### src/rtl/core/max_height_grid_fuser_defines.svh
// Assertion macros shared by the grid fuser files
`ifndef MAX_HEIGHT_GRID_FUSER_DEFINES_SVH
`define MAX_HEIGHT_GRID_FUSER_DEFINES_SVH

`define MHGF_ASSERT(label, prop, msg) \
  label: assert property (@(posedge clk) disable iff (rst) prop) else $error(msg);

`define MHGF_ASSERT_RST(label, prop, msg) \
  label: assert property (@(posedge clk) prop) else $error(msg);

`endif

### src/rtl/core/mhgf_pkg.sv
package mhgf_pkg;

  typedef enum logic [1:0] {
    CMD_FUSE  = 2'd0,
    CMD_BEGIN = 2'd1,
    CMD_READ  = 2'd2,
    CMD_NONE  = 2'd3
  } cmd_t;

  typedef enum logic [2:0] {
    REG_HALF_X = 3'd0,
    REG_HALF_Y = 3'd1,
    REG_COL_SCALE = 3'd2,
    REG_ROW_SCALE = 3'd3,
    REG_OFFSET = 3'd4,
    REG_FLOOR = 3'd5,
    REG_GAIN = 3'd6,
    REG_SPARE = 3'd7
  } reg_idx_t;

  typedef enum logic [1:0] {
    BK_CLEAR,
    BK_IDLE,
    BK_READ,
    BK_NORM
  } back_state_t;

  typedef struct packed {
    logic              fuse;
    logic              read;
    logic signed [15:0] height;
    logic [9:0]        row;
    logic [9:0]        column;
  } op_t;

  localparam int unsigned QUEUE_DEPTH = 4;

endpackage

### src/rtl/core/mhgf_front.sv
// Classify each command, bin points and hand cell operations to the queue.
module mhgf_front #(
  parameter int unsigned ROWS = 160,
  parameter int unsigned COLUMNS = 160
) (
  input  logic                clk,
  input  logic                rst,
  input  logic                take,
  input  mhgf_pkg::cmd_t      cmd,
  input  logic signed [15:0]  point_x,
  input  logic signed [15:0]  point_y,
  input  logic signed [15:0]  point_z,
  input  logic                z_is_valid,
  input  logic [7:0]          read_row,
  input  logic [7:0]          read_column,
  input  logic [14:0]         half_span_x,
  input  logic [14:0]         half_span_y,
  input  logic [15:0]         column_scale,
  input  logic [15:0]         row_scale,
  input  logic signed [15:0]  height_offset,
  output logic                op_valid,
  output mhgf_pkg::op_t       op,
  output logic                status_strobe,
  output logic                status_pending
);

  logic               pending;
  logic               s1_fuse;
  logic               s1_read;
  logic               s1_in;
  logic [15:0]        s1_dx;
  logic [15:0]        s1_dy;
  logic signed [15:0] s1_h;
  logic [9:0]         s1_row;
  logic [9:0]         s1_col;
  logic signed [16:0] lo_x;
  logic signed [16:0] lo_y;
  logic signed [16:0] hx;
  logic signed [16:0] hy;
  logic signed [16:0] hsum;
  logic signed [15:0] hsat;
  logic               in_x;
  logic               in_y;
  logic [31:0]        prod_x;
  logic [31:0]        prod_y;
  logic [15:0]        col_raw;
  logic [15:0]        row_raw;
  logic [9:0]         col_c;
  logic [9:0]         row_c;
  logic [9:0]         rd_row;
  logic [9:0]         rd_col;

  always_comb begin
    hx = {2'b00, half_span_x};
    hy = {2'b00, half_span_y};
    lo_x = {point_x[15], point_x};
    lo_y = {point_y[15], point_y};
    in_x = (lo_x >= -hx) && (lo_x < hx);
    in_y = (lo_y >= -hy) && (lo_y < hy);
    hsum = {point_z[15], point_z} + {height_offset[15], height_offset};
    if (hsum > 17'sd32767) begin
      hsat = 16'sh7fff;
    end else if (hsum < -17'sd32768) begin
      hsat = -16'sh8000;
    end else begin
      hsat = hsum[15:0];
    end
    rd_row = ({3'b000, read_row} >= 11'(ROWS)) ? 10'(ROWS - 1) : {2'b00, read_row};
    rd_col = ({3'b000, read_column} >= 11'(COLUMNS)) ? 10'(COLUMNS - 1)
                                                      : {2'b00, read_column};
  end

  always_ff @(posedge clk) begin
    if (rst) begin
      pending <= 1'b0;
      s1_fuse <= 1'b0;
      s1_read <= 1'b0;
      status_strobe <= 1'b0;
    end else begin
      s1_fuse <= take && (cmd == mhgf_pkg::CMD_FUSE) && z_is_valid && in_x && in_y;
      s1_read <= take && (cmd == mhgf_pkg::CMD_READ);
      status_strobe <= take && (cmd == mhgf_pkg::CMD_BEGIN);
      if (take && cmd == mhgf_pkg::CMD_FUSE) begin
        pending <= 1'b1;
      end else if (take && cmd == mhgf_pkg::CMD_BEGIN) begin
        pending <= 1'b0;
      end
    end
  end

  always_ff @(posedge clk) begin
    status_pending <= pending;
    s1_dx <= 16'(lo_x + hx);
    s1_dy <= 16'(lo_y + hy);
    s1_h <= hsat;
    s1_row <= rd_row;
    s1_col <= rd_col;
    s1_in <= 1'b1;
  end

  // Stage two: scale offsets into bin indices and clamp.
  always_comb begin
    prod_x = s1_dx * column_scale;
    prod_y = s1_dy * row_scale;
    col_raw = prod_x[31:16];
    row_raw = prod_y[31:16];
    col_c = (col_raw >= 16'(COLUMNS)) ? 10'(COLUMNS - 1) : col_raw[9:0];
    row_c = (row_raw >= 16'(ROWS)) ? 10'(ROWS - 1) : row_raw[9:0];
    op_valid = (s1_fuse || s1_read) && s1_in;
    op.fuse = s1_fuse;
    op.read = s1_read;
    op.height = s1_h;
    op.row = s1_fuse ? row_c : s1_row;
    op.column = s1_fuse ? col_c : s1_col;
  end

endmodule

### config.mk
export PLATFORM = sky130hd
export DESIGN_NAME = mhgf_front
export DESIGN_NICKNAME = d
export VERILOG_FILES = /design/src/rtl/core/max_height_grid_fuser_defines.svh /design/src/rtl/core/mhgf_pkg.sv /design/src/rtl/core/mhgf_front.sv
export SDC_FILE = /design/constraint.sdc
export NUM_CORES = 1
export LEC_CHECK = 0
export BUFFER_PORTS_ARGS = -buffer_cell sky130_fd_sc_hd__buf_4
export CAP_MARGIN = 5
export CORE_MARGIN = 2
export CORE_UTILIZATION = 43
export CTS_CLUSTER_SIZE = 30
export DETAILED_ROUTE_END_ITERATION = 7
export SKIP_CTS_REPAIR_TIMING = 1
export SLEW_MARGIN = 0
export SYNTH_ARGS = -nofsm -noshare
export SYNTH_HDL_FRONTEND = slang
export SYNTH_SLANG_ARGS = --single-unit
### constraint.sdc
create_clock -name clk -period 10.07 [get_ports clk]
set_input_delay 1.007 -clock clk [delete_from_list [all_inputs] [get_ports clk]]
set_output_delay 1.007 -clock clk [all_outputs]
set_load 0.01 [all_outputs]
Word level (Yosys, flattened, before mapping):

Cells that the tools add are included.

* word-level logic and storage cells: 49
* input port bits: 148
* output and inout port bits: 41
* register bits: 73

* multiplexer cells: 7
* reduce and logical (&&, ||, !) cells: 11
* eq/ne operators: 2
* add/sub/neg operators: 5
* multipliers: 2
* magnitude comparators: 10

Operators with widths (count)
* multiplier 16 x 16 -> 32 bit: 2
* 2-to-1 mux 10 bit: 4
* greater-or-equal comparator 16 x 17 -> 1 bit: 2
* negation 15 -> 17 bit: 2
* adder 16 bit: 2
* greater-or-equal comparator 16 x 8 -> 1 bit (second input constant): 2
* less-than comparator 16 bit: 2
* adder 16 x 16 -> 17 bit: 1
* > comparator 17 x 16 -> 1 bit (second input constant): 1
* less-than comparator 17 x 16 -> 1 bit (second input constant): 1
* greater-or-equal comparator 8 bit (second input constant): 2
* 2-to-1 mux 16 bit: 1
* logical AND 1 bit: 8
* == test 2 x 1 -> 1 bit (second input constant): 1
* == test 2 bit (second input constant): 1
* logical NOT 2 bit: 1
* 2-to-1 mux 1 bit: 2
* nonzero test 2 bit: 1
* logical OR 1 bit: 1

Longest topological paths before layout:

* word-level depth: 5
* gate-level depth with buffers: 25
* gate-level depth less buffers: 24

Worst setup path before layout:

Ideal clock, no wire load.

* kind: input to output
* from: in row_scale[1]
* to: out op[16] (netlist bit)
* data required time: 9.063 ns
* cell stages on the path: 22
* arrival time: 7.462 ns
* setup slack: 1.601 ns
* buffers on the path: 1
* cell sequence: clkbuf_1 -> nand2_1 -> fa_1 -> fa_1 -> fa_1 -> fa_1 -> inv_1 -> fa_1 -> inv_1 -> fa_1 -> inv_1 -> ha_1 -> and4_1 -> a2111o_1 -> o221ai_2 -> o31a_2 -> nand2_1 -> or3_1 -> a211o_1 -> a221o_1 -> nor4_4 -> a22o_1

RTL lines
* start, declared: line mhgf_front.sv:19 `input logic [15:0] row_scale,`
* end, declared: line mhgf_front.sv:22 `output mhgf_pkg::op_t op,`

==> impl_metrics.toml <==
[clock_network]
clockBufferDepth = 2
htreeDepth = 3
cts_buffers = 9
clock_latency_ns = 0.37
tritoncts = "built"
cts_sinks = 69
path_clk_slew_ns = 0.06
cts_root_buf = "clkbuf_16"

[logic_synthesis]
synth_seq_area_share_pct = 6.36
yosys.cell_count.top_type = "inv_1"
synthArstFlopShare_pct = 0
synth_edf_count = 0
avgSynthCellArea_um2 = 8.73
synth_top_area_cell = "fa_1"
synth_area_um2 = 21700
postSynthCellCount = 2489
yosysUniqueCellTypes = 73
synthTopCellsByCount = "inv_1, fa_1, nand2_1, ha_1, and2_1"
synthFlopType = "dfxtp_1"
yosys-top-cells-area = "fa_1, ha_1, inv_1"
synth_top_area_share_pct = 35.8
synth_seq_cells = 69
yosys_warnings = 0

[routing]
wl_met3_um = 3600
drcViolationCount = 0
wl_per_cell_um = 16.8
antenna_left = 0
via_per_inst = 5.06
vias = 16700
met2_length_um = 26200
drt_pass1_iterations = 5
wl_um = 55400
drt-met1-wl_um = 24100
routed.top_layer = "met5"
first_iter_violations = 947

[global_route]
grt_pass1_wl_um = 91500
grt_max_degree = 17
grt_pass1_vias = 17700
antenna_found_initial = 1
grtUsageTotal_pct = 22.0
grt_overflow_total = 0

[placement]
dp.cells = 3284
routabilityCongestion = 0.920
dp_slack_ns = 0.886
dp_hpwl_um = 45800
numPortBuffers = 184

[worst_setup_path]
worstSetupPathType = "reg2out"
rr_startpoint = "pending"
crit_start = "s1_dy[6]"
crit_path_end_kind = "primary output"
crit_path_start_kind = "register"
crit_fanout = 16
critical_path_required_ns = 9.06
cp.arrival_ns = 8.23

[floorplanning]
die_h_um = 229
pin_count = 189
num_rows = 82
dieArea_um2 = 52400
coreArea_um2 = 50100
initial_core_util_pct = 43.4
fp.dieW_um = 229

[layout]
drive_gt1_share_pct = 8.87
final_nets = 3472
num-fill-cells = 4934
num_antenna_cells = 0
fin_cells = 3299
synthToLayoutAreaGrowth_pct = 10.5

[timing]
worstMarginPinSlew_ns = 0.846
setup_violations = 0
clock_skew_ns = 0.000119
report.final.slew_viol_count = 0
finalHoldViolations = 0
rsz0062_at_grt = "false"
setup_slack_ns = 0.832
hold_slack_ns = 0.353
relSlewSlack_pct = 43.5
fmax_ghz = 0.108
fin_tns_setup_ns = 0
finalCritPeriodShare_pct = 91.7
period_minus_slack_ns = 9.24

[run_status]
status = "complete, no violations"

[worst_hold_path]
hp-class = "reg2reg"
hp-start = "pending"

[run]
maxCapViolations = 0
-- cells by family after synthesis --
| logic type | Yosys count | synth area share [%] |
|---|---|---|
| xor gates and xnor gates | 91 | 3.67 |
| muxes | 4 | 0.184 |
| other | 1 | 0.0173 |
| buffers and inverters | 620 | 10.8 |
| AOI/OAI and AO/OA | 253 | 7.78 |
| and+or+nand+nor | 748 | 17.3 |
| DFF | 69 | 6.36 |
| adders and majority gates | 703 | 53.9 |
-- worst max-delay path, cell delays in order, from the launching register on --
cell	delay, ns
dfxtp_1	0.85
nand2_1	0.20
fa_1	0.54
inv_1	0.06
fa_1	0.51
inv_1	0.06
fa_1	0.54
inv_1	0.06
fa_1	0.45
fa_1	0.48
inv_1	0.05
fa_1	0.47
inv_1	0.04
ha_1	0.31
and4_1	0.22
a2111o_1	0.39
o221ai_2	0.22
o31a_2	0.20
a21oi_1	0.11
o41ai_1	0.63
mux2i_1	0.25
a21oi_1	0.08
nor4_4	0.77
a22o_1	0.24
buf_4	0.12
-- cell usage in the layout (no fill, tap or decap), drive strengths merged, types with 5 or more instances in the layout --
cell type and n:
inv 545, nor2b 17, xor2 36, a21oi 69, nor3 24, nor4 10, and3 6, a21o 39
o211ai 13, a211o 5, a211oi 8, dfxtp 69, fa 389, xnor2 55, nand2b 20, buf 196
and2 239, nand4 17, nor2 59, o21a 6, ha 312, or3 11, o21bai 14, clkbuf 9
nand2 314, o21ai 49, nand3 10, a2111oi 11, or2 5
-- layout make-up --
| class | count | area [µm²] | area share [%] |
|---|---|---|---|
| Clock buffer | 9 | 225 | 0.938 |
| Clock inverter | 6 | 40.0 | 0.167 |
| Inverter | 544 | 2040 | 8.50 |
| Multi-Input combinational cell | 1803 | 18000 | 75.0 |
| Sequential cell | 69 | 1380 | 5.75 |
| Tap cell | 672 | 841 | 3.50 |
| Timing Repair Buffer | 196 | 1470 | 6.13 |
-- registers in the layout, indices dropped and copies added (netlist names) --
| signal | count |
|---|---|
| s1_dx | 16 |
| s1_dy | 16 |
| s1_h | 16 |
| s1_col | 8 |
| s1_row | 8 |
| pending | 1 |
| s1_fuse | 1 |
| s1_read | 1 |
| status_pending | 1 |
| status_strobe | 1 |
-- metal layers --
| metal | vias up | track usage [%] |
|---|---|---|
| met3 | 68 | 4.72 |
| met4 | 2 | 6.33 |
| li1 | 7928 | - |
| met5 | - | 0 |
| met1 | 8300 | 28.7 |
| met2 | 403 | 36.9 |
-- per-stage QoR --
| stage | utilization, % | area [µm²] |
|---|---|---|
| after floorplan | - | 21700 |
| after global placement | 47.4 | 23700 |
| after detailed placement | 47.4 | 23700 |
| after CTS | 48.0 | 24000 |
| after global routing | 48.0 | 24000 |
| final | 48.0 | 24000 |
-- worst paths after layout --
check | slack (ns) | cells after the start | end
worst max-delay path | 0.83 | 24 | op[15]
worst min-delay path | 0.35 | 0 | status_pending
worst max register to register | 9.43 | 2 | pending
worst min register to register | 0.35 | 0 | status_pending
Power is not shown: default switching activity piles up to over one toggle a cycle in this logic, so the estimate is an artifact.
