### config.mk
export PLATFORM = sky130hd
export DESIGN_NAME = mhgf_queue
export DESIGN_NICKNAME = d
export VERILOG_FILES = /design/src/rtl/core/mhgf_pkg.sv /design/src/rtl/core/mhgf_queue.sv
export VERILOG_INCLUDE_DIRS = /design/src /design/src/rtl/core
export SDC_FILE = /design/constraint.sdc
export NUM_CORES = 1
export LEC_CHECK = 0
export BUFFER_PORTS_ARGS = -buffer_cell sky130_fd_sc_hd__buf_2
export CORE_ASPECT_RATIO = 0.8
export CORE_MARGIN = 10
export CORE_UTILIZATION = 61
export DETAILED_ROUTE_END_ITERATION = 8
export PLACE_DENSITY = 0.84
export SYNTH_ARGS = -nofsm -noshare
export SYNTH_HDL_FRONTEND = slang
export SYNTH_SLANG_ARGS = --single-unit
### constraint.sdc
create_clock -name clk -period 4.05 [get_ports clk]
set_clock_uncertainty 0.1 [all_clocks]
set_input_delay 0.2025 -clock clk [delete_from_list [all_inputs] [get_ports clk]]
set_output_delay 0.2025 -clock clk [all_outputs]
set_load 0.02 [all_outputs]
### src/rtl/core/max_height_grid_fuser_defines.svh
// Assertion macros shared by the grid fuser files
`ifndef MAX_HEIGHT_GRID_FUSER_DEFINES_SVH
`define MAX_HEIGHT_GRID_FUSER_DEFINES_SVH

`define MHGF_ASSERT(label, prop, msg) \
  label: assert property (@(posedge clk) disable iff (rst) prop) else $error(msg);

`define MHGF_ASSERT_RST(label, prop, msg) \
  label: assert property (@(posedge clk) prop) else $error(msg);

`endif

### src/rtl/core/mhgf_pkg.sv
package mhgf_pkg;

  typedef enum logic [1:0] {
    CMD_FUSE  = 2'd0,
    CMD_BEGIN = 2'd1,
    CMD_READ  = 2'd2,
    CMD_NONE  = 2'd3
  } cmd_t;

  typedef enum logic [2:0] {
    REG_HALF_X = 3'd0,
    REG_HALF_Y = 3'd1,
    REG_COL_SCALE = 3'd2,
    REG_ROW_SCALE = 3'd3,
    REG_OFFSET = 3'd4,
    REG_FLOOR = 3'd5,
    REG_GAIN = 3'd6,
    REG_SPARE = 3'd7
  } reg_idx_t;

  typedef enum logic [1:0] {
    BK_CLEAR,
    BK_IDLE,
    BK_READ,
    BK_NORM
  } back_state_t;

  typedef struct packed {
    logic              fuse;
    logic              read;
    logic signed [15:0] height;
    logic [9:0]        row;
    logic [9:0]        column;
  } op_t;

  localparam int unsigned QUEUE_DEPTH = 4;

endpackage

### src/rtl/core/mhgf_queue.sv
`include "max_height_grid_fuser_defines.svh"
// Small FIFO between the front and the cell engine.
module mhgf_queue (
  input  logic          clk,
  input  logic          rst,
  input  logic          push,
  input  mhgf_pkg::op_t push_op,
  input  logic          pop,
  output logic          not_empty,
  output logic          almost_full,
  output mhgf_pkg::op_t head
);

  localparam int unsigned AW = $clog2(mhgf_pkg::QUEUE_DEPTH);

  mhgf_pkg::op_t  slots [mhgf_pkg::QUEUE_DEPTH];
  logic [AW-1:0]  wr_ptr;
  logic [AW-1:0]  rd_ptr;
  logic [AW:0]    count;

  always_ff @(posedge clk) begin
    if (rst) begin
      wr_ptr <= '0;
      rd_ptr <= '0;
      count <= '0;
    end else begin
      if (push) wr_ptr <= wr_ptr + 1'b1;
      if (pop) rd_ptr <= rd_ptr + 1'b1;
      count <= count + (AW+1)'(push) - (AW+1)'(pop);
    end
  end

  always_ff @(posedge clk) begin
    if (push) slots[wr_ptr] <= push_op;
  end

  assign head = slots[rd_ptr];
  assign not_empty = (count != '0);
  // Leave room for the two operations already inside the front pipeline.
  assign almost_full = (count >= (AW+1)'(mhgf_pkg::QUEUE_DEPTH - 2));

  `MHGF_ASSERT(a_no_overflow, push && !pop |-> count < (AW+1)'(mhgf_pkg::QUEUE_DEPTH), "queue overflow")
  `MHGF_ASSERT(a_no_underflow, pop |-> count != '0, "queue underflow")
  `MHGF_ASSERT(a_count_step, !push && !pop |=> $stable(count), "queue count drift")

endmodule

## Word-level counts from Yosys, hierarchy flattened

Memory sizes are Yosys's and may differ from the RTL's. A register that Yosys moved wholly into a read port is not among the register bits.
Index checks and enable logic that the tools add are counted.

- Bits in registers: 7
- Memory bits (writable): 152
- Bits of input ports: 42
- Output and inout port bits: 40
- Logic and storage cells: 14
- Memories kept: 1

Memory list:

| memory | words | bits a word | rd ports | clocked after memory_dff | wr ports | RTL line | text |
|---|---|---|---|---|---|---|---|
| slots | 4 | 38 | 1 | 1 | 1 | mhgf_queue.sv:16 | `mhgf_pkg::op_t slots [mhgf_pkg::QUEUE_DEPTH];` |

- Add/sub/neg operators: 4
- Order comparisons: 1
- Multiplexer cells: 4
- Reductions and logical operators: 1

Operator list:

| operator | number |
|---|---|
| adder 2 x 1 -> 2 bit (second input constant) | 2 |
| 2-to-1 mux 2 bit | 2 |
| adder 3 x 1 -> 3 bit | 1 |
| >= comparator 3 x 2 -> 1 bit (second input constant) | 1 |
| nonzero test 3 bit | 1 |
| subtractor 3 x 1 -> 3 bit | 1 |
| 2-to-1 mux 1 bit | 2 |

## Longest topological paths before layout

Gate-level depths: netlist of the first run.

- Depth in word-level cells: 3
- Mapped depth: 8
- Gate-level depth less buffers: 8

## Worst setup path after synthesis of the first run

No wires, ideal clock.

- Path kind: register -> register
- From: reg wr_ptr[0]
- To: mem slots[2][0] (netlist bit) (enable)
- Setup time: 0.399 ns
- Arrival: 1.466 ns
- Required time: 3.551 ns
- Path slack: 2.085 ns
- Stages on the path, launching flop included: 4
- Buffers on the path: 0
- Clock period less this slack: 1.965 ns
- Path through: dfxtp_1 > inv_1 > ha_1 > and2_1

RTL lines:

| what | RTL line | text |
|---|---|---|
| from (decl) | mhgf_queue.sv:17 | `logic [AW-1:0] wr_ptr;` |
| from (signal assigned) | mhgf_queue.sv:27 | `if (push) wr_ptr <= wr_ptr + 1'b1;` |
| to (decl) | mhgf_queue.sv:16 |  |

No word-level cell before the write port.

==> results of run 1 <==
==> routing by layer <==
| layer | vias to the layer above | GRT usage [%] |
|---|---|---|
| met5 | - | 0 |
| met4 | 0 | 5.55 |
| met3 | 6 | 6.51 |
| met2 | 98 | 26.8 |
| met1 | 1440 | 20.0 |
| li1 | 1275 | - |
==> worst max-delay path: stages (launching register included) <==
cell and delay [ns]:
dfxtp_2 0.87, buf_4 0.38, mux4_2 0.56, buf_2 0.18
==> power by group <==
part           switching [mW]  internal, mW  total (mW)
Clock                   0.590          1.14        1.73
Sequential             0.0480          1.92        1.96
Combinational           0.243         0.202       0.445
==> cells by family (layout without fill, tap and decap cells) <==
family          Yosys count  after routing  synth area share (%)
xor+xnor                  3              3                 0.442
mux                      39             39                  14.6
compound gates            3              3                 0.379
fa+ha+maj                 8              8                  1.81
flops                   161            161                  79.9
buf+inv                  16            161                  1.81
simple gates             13             13                  1.12
==> final cells by class <==
cell class / count / area (um^2)
clock buffer: 18 / 429
multi-input combinational: 66 / 1090
timing repair buffer: 122 / 811
clock inverter: 14 / 218
sequential: 161 / 4750
fill: 479 / 2100
tap: 119 / 149
inverter: 7 / 26.3
==> synthesized netlist by cell type, types with 2 or more instances <==
| master | n |
|---|---|
| ha_1 | 7 |
| xnor2_1 | 3 |
| inv_1 | 7 |
| buf_2 | 3 |
| dfxtp_1 | 9 |
| clkbuf_1 | 2 |
| mux4_2 | 38 |
| nor2_1 | 6 |
| buf_12 | 2 |
| and2_1 | 4 |
| edfxtp_1 | 152 |
==> how the worst max path moves through the flow <==
stage / end
after CTS: head[30]
final: head[30]
after global placement: head[30]
after global routing: head[30]
after detailed placement: head[24]
after floorplan: slots[2][0]$_DFFE_PP_
==> stage by stage <==
step	total power, mW	hold WS [ns]
final	4.14	0.0427
after global routing	4.29	0.0503
after CTS	4.18	0.0242
after detailed placement	2.42	0.320
after global placement	2.40	0.313
after floorplan	2.27	0.201
==> registers in the layout, summed over array words and instances, names as in the netlist, named ones only <==
register	count
count	3
rd_ptr	2
slots	152
wr_ptr	2
==> what timing repair did <==
item / 4_1_cts / 5_1_grt
endpoints found under the hold margin: 159 / 0
buffers inserted: 0 / 0
hold buffers: 39 / 0
==> results by group, run 1 <==
Power
  • Leakage power: 2.62 nW
  • VDD IR-drop max: between 0.0003 and 0.0004 V
  • Pwr per Cell Area: around 550 nW/um^2

Floorplanning
  • Area of the core: 9570 um^2
  • Die width: about 130 um
  • Die area: 14100 um^2
  • Initial core utilization: between 60% and 70%
  • Std cell rows: 32
  • Boundary pin count: 82
  • Die extent in y: between 100 and 150 um

Detailed routing
  • Avg WL per Cell: 21.4 um
  • Routed WL: 10800 um
  • Antenna viol nets, final: 0
  • Top layer in use: met4
  • Detailed Routing Iterations Pass 1: 5
  • DR vias: 2819
  • DR WL met2: between 5000 and 6000 um
  • Drt initial violations: approximately 280
  • Via/cell ratio: 5.56
  • DRC viols: 0
  • DR WL met3: 677 um
  • M1 wire length: 4530 um

Setup path
  • Slack of the worst reg-to-reg path: between 2 and 2.5 ns
  • Setup CP Type: register to primary output
  • RR Startpoint: wr_ptr[0]$_SDFFE_PP0P_
  • Crit path required time: 3.75 ns
  • Reg2Reg Depth: 3
  • Worst-path maximum fanout: 23
  • Crit path arrival time: 2.42 ns
  • Worst r2r dst: slots[2][28]$_DFFE_PP_
  • Crit path capture type: primary output
  • Critical path startpoint category: register

Clock tree
  • Clock Path Buffers: 2
  • Clk_lat worst skew: 0.41 ns
  • PostCTS Resize Cnt: 0
  • CTS tree: done
  • CTS Root Cell: clkbuf_16
  • Reg clk slew, reported paths: about 0.060 ns
  • CTS Sinks: 161
  • CTS Buf Count: 17
  • H-tree levels: 4

Timing
  • Setup TNS: 0 ns
  • Crit path setup slack, layout: 1.33 ns
  • Relative slew slack: between 30% and 40%
  • Max Clk Rate: between 300 and 400 MHz
  • Finish-stage setup viols: 0
  • Slew Viols, Final: 0
  • Final hold vios: 0
  • RSZ-0062 raised after global routing: no
  • Final period utilization: 67.2%
  • Post-layout min period: 2.72 ns
  • Slew @ Worst Pin: about 1.0 ns

Synth
  • Syn Std Cell Area: about 5900 um^2
  • Share of the synthesized area in the top cell type: 76.8%
  • Syn Nets: between 200 and 300
  • Cells after Synth: approximately 240
  • Mean Syn Cell Area: ~24 um^2
  • Async SR Flop Fraction: 0%
  • Synthesis-stage register bit count: ~160
  • Post-synth EDFFs: 152
  • Yosys cell types: 21
  • Synth warn: 0
  • Top cells by area, synth: edfxtp_1 (77%), mux4_2 (14%), dfxtp_1 (3.0%)
  • Post-synth top flop: edfxtp_1
  • Post-synth top area cell: edfxtp_1
  • Seq/Total Area, Yosys: 79.9%

Global routing
  • GRT overflow: 0
  • First-pass GRT wire length: 17100 um
  • Largest net degree at the start of global routing: 39
  • GR Util All Layers: 16.5%
  • Antenna violations before repair: 0
  • Vias in the first global route: approximately 3200

Min path
  • Min-Delay Startpoint: push
  • Hold Path Class: input port to register
  • Hold Path Sink: wr_ptr[0]$_SDFFE_PP0P_
  • Worst hold stages: 3

Layout
  • Layout cell share with drive strength beyond 1: 39.9%
  • Commonest non-fill, non-tap cell in the layout: edfxtp_1
  • P&R area growth vs syn: 25.8%
  • Commonest cells after routing, fill and taps aside: edfxtp_1 (152), buf_2 (81), dlygate4sd3_1 (39)
  • Post-Layout Cell Count: 507
  • Final nets: between 400 and 500
  • Fin util: 78.1%
  • Ant diodes: 0
  • Layout Cell Area excl Fill: 7470 um^2

Placement
  • Dpl cells: between 400 and 500
  • Post-Place Worst Slack: 1.72 ns
  • Post-place instance area: 6440 um^2
  • Dpl hpwl: 6130 um
  • Number of I/O port buffers: 81
  • GPL Wtd Cong: between 0.7 and 0.8

Run
  • Max_cap viols: 0

Status
  • Outcome: completed
(Power assumes the default switching activity.)
==> run 2: changes to the inputs <==
- CORE_UTILIZATION: 61 -> 56
- PLACE_DENSITY: 0.84 -> 0.78
- clock period: 4.05 -> 2.75 ns (I/O delays scaled with it)
==> results by group, run 2 (same netlist as run 1, synthesis figures left out) <==
Status
  • Outcome: completed

Layout
  • Ant diodes: 0
  • Fin util: 72.8%
  • Commonest cells after routing, fill and taps aside: edfxtp_1 (152), buf_2 (81), dlygate4sd3_1 (41)
  • Layout cell share with drive strength beyond 1: 41.4%
  • Max FFs per register: 152
  • Biggest regs: slots (152), count (3)
  • P&R area growth vs syn: 26.5%
  • Reg with most FFs: slots
  • Final nets: 436
  • Commonest non-fill, non-tap cell in the layout: edfxtp_1

Global routing
  • Largest net degree at the start of global routing: 32
  • Antenna violations before repair: 0
  • First-pass GRT wire length: between 15000 and 20000 um
  • GRT overflow: 0
  • Met3 usage: around 5.3%
  • Met2 Usage GRT: between 20% and 30%
  • Vias in the first global route: 3223
  • Most Crowded Layer GR: met2
  • GR Util All Layers: 15.3%
  • GR Util met1: between 10% and 20%

Setup path
  • Cell family with most CP delay: flip-flops
  • Slack of the worst reg-to-reg path: 0.93 ns
  • Reg2Reg Depth: 4
  • Critical Path Max Stage Delay: 0.57 ns
  • Crit path capture type: primary output
  • RR Startpoint: wr_ptr[0]$_SDFFE_PP0P_
  • Worst-path maximum fanout: 12
  • CP max-delay cell: dfxtp_2
  • CP cell instances: buf_4, mux4_2, buf_2
  • Buf+Inv Stages, Crit Path: 2
  • Worst r2r dst: slots[0][16]$_DFFE_PP_
  • Crit path arrival time: 2.06 ns
  • Critical path startpoint category: register
  • Crit path required time: 2.51 ns
  • Setup CP Type: register to primary output

Min path
  • Min-Delay Startpoint: push_op[12]
  • Worst hold stages: 2
  • Hold Path Sink: slots[2][12]$_DFFE_PP_
  • Hold Path Class: input port to register

Detailed routing
  • Drt initial violations: 168
  • Routed WL: about 11000 um
  • Detailed Routing Iterations Pass 1: 5
  • DRC viols: 0
  • Avg WL per Cell: between 20 and 25 um
  • Via/cell ratio: 5.27
  • DR vias: 2841
  • Antenna viol nets, final: 0

Run
  • Max_cap viols: 0

Floorplanning
  • Die width: 135 um
  • Area of the core: approximately 10000 um^2
  • Std cell rows: 33
  • Boundary pin count: 82
  • Die area: 15200 um^2
  • Die extent in y: 112 um
  • Initial core utilization: 57.6%

Clock tree
  • CTS Sinks: 161
  • Reg clk slew, reported paths: 0.06 ns
  • Clock Path Buffers: 2
  • CTS tree: done
  • CTS Buf Count: 17
  • PostCTS Resize Cnt: 0
  • H-tree levels: 4
  • Setup bufs post-CTS: 0
  • Clk_lat worst skew: 0.41 ns
  • CTS Root Cell: clkbuf_16

Power
  • Clock group share of total power: between 30% and 40%
  • Int Pwr: roughly 4.4 mW
  • Pwr per Cell Area: 758 nW/um^2
  • VDD IR-drop max: roughly 0.00057 V
  • Flop pwr share: about 50%
  • Sw Share: a little under a quarter
  • Gate power share: between 10% and 20%
  • Leakage power: 2.61 nW
  • Sw Pwr: 1.33 mW

Timing
  • Finish-stage setup viols: 0
  • Final period utilization: between 80% and 90%
  • Setup TNS: 0 ns
  • Final hold vios: 0
  • Max Clk Rate: 436 MHz
  • Slew Viols, Final: 0
  • RSZ-0062 raised after global routing: no
  • Relative slew slack: a little over three fifths
  • Post-layout min period: approximately 2.3 ns
  • Slew @ Worst Pin: 0.550 ns

Placement
  • Number of I/O port buffers: 81
  • GPL Wtd Cong: a little under 0.7
  • Dpl hpwl: 7000 um
-- run 2: worst max-delay path by stage --
| stage | start | to | slack, ns | depth (start not counted) |
|---|---|---|---|---|
| after global placement | register | head[8] | 0.86 | 3 |
| after floorplan | wr_ptr[0]$_SDFFE_PP0P_ | slots[2][0]$_DFFE_PP_ | 0.79 | 3 |
| after detailed placement | register | head[8] | 0.86 | 3 |
| after global routing | register | head[8] | 0.34 | 3 |
| after CTS | register | head[8] | 0.40 | 3 |
| final | register | head[17] | 0.46 | 3 |
-- run 2: area by class of cell --
cell class / count / area, um^2
clock inverters: 14 / 118
flip-flops and latches: 161 / 4750
multi-input cells: 66 / 1090
repair buffers: 133 / 923
well taps: 140 / 175
fillers: 612 / 2810
clock buffers: 18 / 429
inverters: 7 / 26.3
-- run 2: per-layer routing --
layer  vias up  share of wire [%]
met2        86                 48
met1      1446                 44
li1       1297                  -
met3        12                7.4
met4         0               0.96
met5         -                  0
-- run 2: power groups by stage --
stage | combinational, mW | sequential [mW] | clock [mW]
after floorplan | 0.446 | 2.90 | 0
after global placement | 0.643 | 2.92 | 0
after detailed placement | 0.655 | 2.92 | 0
after CTS | 0.703 | 2.87 | 2.17
after global routing | 0.754 | 2.88 | 2.27
final | 0.687 | 2.87 | 2.13
-- run 2: timing repair --
action                                  4_1_cts  5_1_grt
hold endpoints to repair                    161        0
endpoints found under the setup margin        0        0
hold buffers                                 41        0
-- run 2: per-stage QoR --
stage               total power [mW]  hold WS, ns  setup WS [ns]  std cells  area, um^2
floorplan                       3.34        0.136          0.785        243        5940
global placement                3.56        0.249          0.860        466        6560
detailed placement              3.58        0.257          0.860        466        6560
CTS                             5.75        0.363          0.403        539        7510
global route                    5.91        0.386          0.337        539        7510
finish                          5.69        0.375          0.457        539        7510
==> run 3: changes to the inputs <==
- ABC_AREA: default -> 1
- CORE_UTILIZATION: 56 -> 58
- PLACE_DENSITY: 0.78 -> 0.8
- clock period: 2.75 -> 2.2 ns (I/O delays scaled with it)
==> results by group, run 3 <==
Status
  • Outcome: completed

Setup path
  • CP cell instances: inv_2, buf_4, nand2_1, nand3_1, nand2_1, buf_2
  • Critical Path Max Stage Delay: 0.39 ns
  • Setup CP Type: register to primary output
  • Crit path required time: 1.99 ns
  • Worst r2r dst: count[2]$_SDFF_PP0_
  • Crit path capture type: primary output
  • Crit path arrival time: 1.64 ns
  • CP max-delay cell: buf_4
  • Most frequent CP cell: nand2_1
  • Critical path startpoint category: register
  • Worst-path maximum fanout: 42
  • Slack of the worst reg-to-reg path: 0.55 ns
  • Reg2Reg Depth: 8
  • RR Startpoint: count[0]$_SDFF_PP0_

Floorplanning
  • Die width: 142 um
  • Boundary pin count: between 80 and 90
  • Std cell rows: 35
  • Die area: 16600 um^2
  • Area of the core: approximately 12000 um^2
  • Initial core utilization: between 50% and 60%
  • Die extent in y: 117 um

Layout
  • Final nets: between 800 and 900
  • P&R area growth vs syn: 21.8%
  • Commonest non-fill, non-tap cell in the layout: nand2_1
  • Max FFs per register: 152
  • Commonest cells after routing, fill and taps aside: nand2_1 (199), inv_1 (164), edfxtp_1 (152)
  • Fillers: 749
  • Biggest regs: slots (152), count (3)
  • Ant diodes: 0
  • Reg with most FFs: slots
  • Layout cell share with drive strength beyond 1: 15.9%

Synth
  • Synth warn: 0
  • Cell with the most instances after synthesis: nand2_1
  • Share of the synthesized area in the top cell type: 66.6%
  • Syn Nets: between 700 and 800
  • Top cells by area, synth: edfxtp_1 (67%), nand2_1 (11%), inv_1 (9.2%)
  • Seq/Total Area, Yosys: 69.2%
  • Post-synth EDFFs: 152
  • Async SR Flop Fraction: 0%
  • Yosys cell types: 16
  • Cells after Synth: roughly 650
  • Post-synth top cells: nand2_1 (199), inv_1 (168), edfxtp_1 (152), nand3_1 (79), buf_2 (15)
  • Post-synth top area cell: edfxtp_1
  • Syn Std Cell Area: 6850 um^2
  • Post-synth top flop: edfxtp_1
  • Synthesis-stage register bit count: ~160
  • Mean Syn Cell Area: approximately 10 um^2

Global routing
  • GRT overflow: 0
  • GR Util All Layers: 17.9%
  • Antenna violations before repair: 0
  • First-pass GRT wire length: approximately 23000 um
  • Largest net degree at the start of global routing: 43
  • Vias in the first global route: 4705

Power
  • Gate power share: 13.2%
  • Int Pwr: between 5 and 6 mW
  • Sw Share: 24.6%
  • Flop pwr share: 49.9%
  • Sw Pwr: 1.75 mW
  • Pwr per Cell Area: ~850 nW/um^2
  • VDD IR-drop max: roughly 0.00065 V
  • Clock group share of total power: 37.0%
  • Leakage power: between 3 and 4 nW

Timing
  • Post-layout min period: ~1.9 ns
  • Final hold vios: 0
  • Slew Viols, Final: 0
  • Finish-stage setup viols: 0
  • RSZ-0062 raised after global routing: no
  • Slew @ Worst Pin: 0.495 ns
  • Max Clk Rate: 540 MHz
  • Crit path setup slack, layout: roughly 0.35 ns
  • Relative slew slack: 67.0%
  • Final period utilization: 84.2%
  • Setup TNS: 0 ns

Detailed routing
  • DR WL met3: slightly above 900 um
  • Routed WL: 14200 um
  • Drt initial violations: 368
  • Antenna viol nets, final: 0
  • Avg WL per Cell: 15.1 um
  • DRC viols: 0
  • M1 wire length: between 6000 and 7000 um
  • Detailed Routing Iterations Pass 1: 7
  • DR vias: 4598
  • DR WL met2: ~7000 um
  • Via/cell ratio: roughly 5
  • Top layer in use: met4

Clock tree
  • CTS tree: done
  • Clock Path Buffers: 2
  • CTS Root Cell: clkbuf_16
  • CTS Buf Count: 17
  • H-tree levels: 4
  • Clk_lat worst skew: 0.42 ns
  • Reg clk slew, reported paths: roughly 0.06 ns
  • PostCTS Resize Cnt: 0
  • CTS Sinks: approximately 160

Placement
  • Post-Place Worst Slack: 0.549 ns
  • Dpl hpwl: 8610 um
  • GPL Wtd Cong: 0.704
  • Number of I/O port buffers: 81

Min path
  • Hold Path Sink: slots[3][36]$_DFFE_PP_
  • Hold Path Class: input port to register
  • Worst hold stages: 2
  • Min-Delay Startpoint: push_op[36]

Run
  • Max_cap viols: 0
## run 3: cell count changes after synthesis, moves of 2 or more
| cell | delta |
|---|---|
| and2_1 | -4 |
| buf_12 | -2 |
| buf_2 | +12 |
| buf_6 | +5 |
| inv_1 | +161 |
| mux4_2 | -38 |
| nand2_1 | +199 |
| nand3_1 | +78 |
| nor2_1 | +3 |
| o21ai_0 | +2 |
| xnor2_1 | -2 |
## run 3: stage by stage
| step | instance area (um^2) | cells | power, mW | utilization, % | hold WS, ns |
|---|---|---|---|---|---|
| after floorplan | 6850 | 654 | 4.18 | - | 0.0767 |
| after global placement | 7410 | 869 | 4.46 | 64.4 | 0.213 |
| after detailed placement | 7410 | 869 | 4.49 | 64.4 | 0.228 |
| after CTS | 8350 | 939 | 7.16 | 72.5 | 0.315 |
| after global routing | 8350 | 939 | 7.42 | 72.5 | 0.345 |
| final | 8350 | 939 | 7.11 | 72.5 | 0.339 |
## run 3: logic make-up (layout without fill, tap and decap cells)
kind of cell | count (synthesis) | after routing | share of synthesized area, %
flip-flops | 161 | 161 | 69.2
buffers and inverters | 194 | 331 | 11.7
XOR/XNOR | 1 | 1 | 0.128
AND/OR/NAND/NOR | 287 | 287 | 17.2
adder cells (fa/ha/maj) | 8 | 8 | 1.57
AO/OA/AOI/OAI | 3 | 3 | 0.219
## run 3: worst max-delay path by stage
stage                                       from                     to  cells after the start
after floorplan           wr_ptr[0]$_SDFFE_PP0P_  slots[2][0]$_DFFE_PP_                      4
after global placement       count[0]$_SDFF_PP0_    count[2]$_SDFF_PP0_                      8
after detailed placement     count[0]$_SDFF_PP0_    count[2]$_SDFF_PP0_                      8
after CTS                               register               head[35]                      5
after global routing                    register               head[24]                      6
final                                   register               head[35]                      6
## run 3: area by class of cell
cell class / instances / area (um^2) / share of cell area, %
Inverter: 169 / 634 / 7.60
Tap cell: 148 / 185 / 2.22
Clock inverter: 10 / 91.3 / 1.09
Multi-Input combinational cell: 299 / 1310 / 15.7
Timing Repair Buffer: 133 / 948 / 11.4
Clock buffer: 19 / 433 / 5.19
Sequential cell: 161 / 4750 / 56.9
## run 3: worst max-delay path, delay by kind of cell (launching register included)
kind	cells	cell delay, ns
buffers and inverters	3	0.60
flip-flops	1	0.33
AND/OR/NAND/NOR	3	0.29
## run 3: power groups by stage
stage / clock network, mW / registers, mW / logic (mW)
after floorplan: 0 / 3.60 / 0.575
after global placement: 0 / 3.60 / 0.854
after detailed placement: 0 / 3.61 / 0.886
after CTS: 2.67 / 3.55 / 0.948
after global routing: 2.82 / 3.56 / 1.05
final: 2.63 / 3.55 / 0.937
## run 3: timing repair
| action | 4_1_cts | 5_1_grt |
|---|---|---|
| setup buffers | 0 | 0 |
| hold buffers | 41 | 0 |
| hold endpoints to repair | 161 | 0 |
## run 3: per-layer routing
metal  up-vias  global-route usage, %
li1       2281                      -
met1      2167                   22.2
met2       133                   30.0
met3        17                   5.08
met4         0                   5.78
met5         -                      0
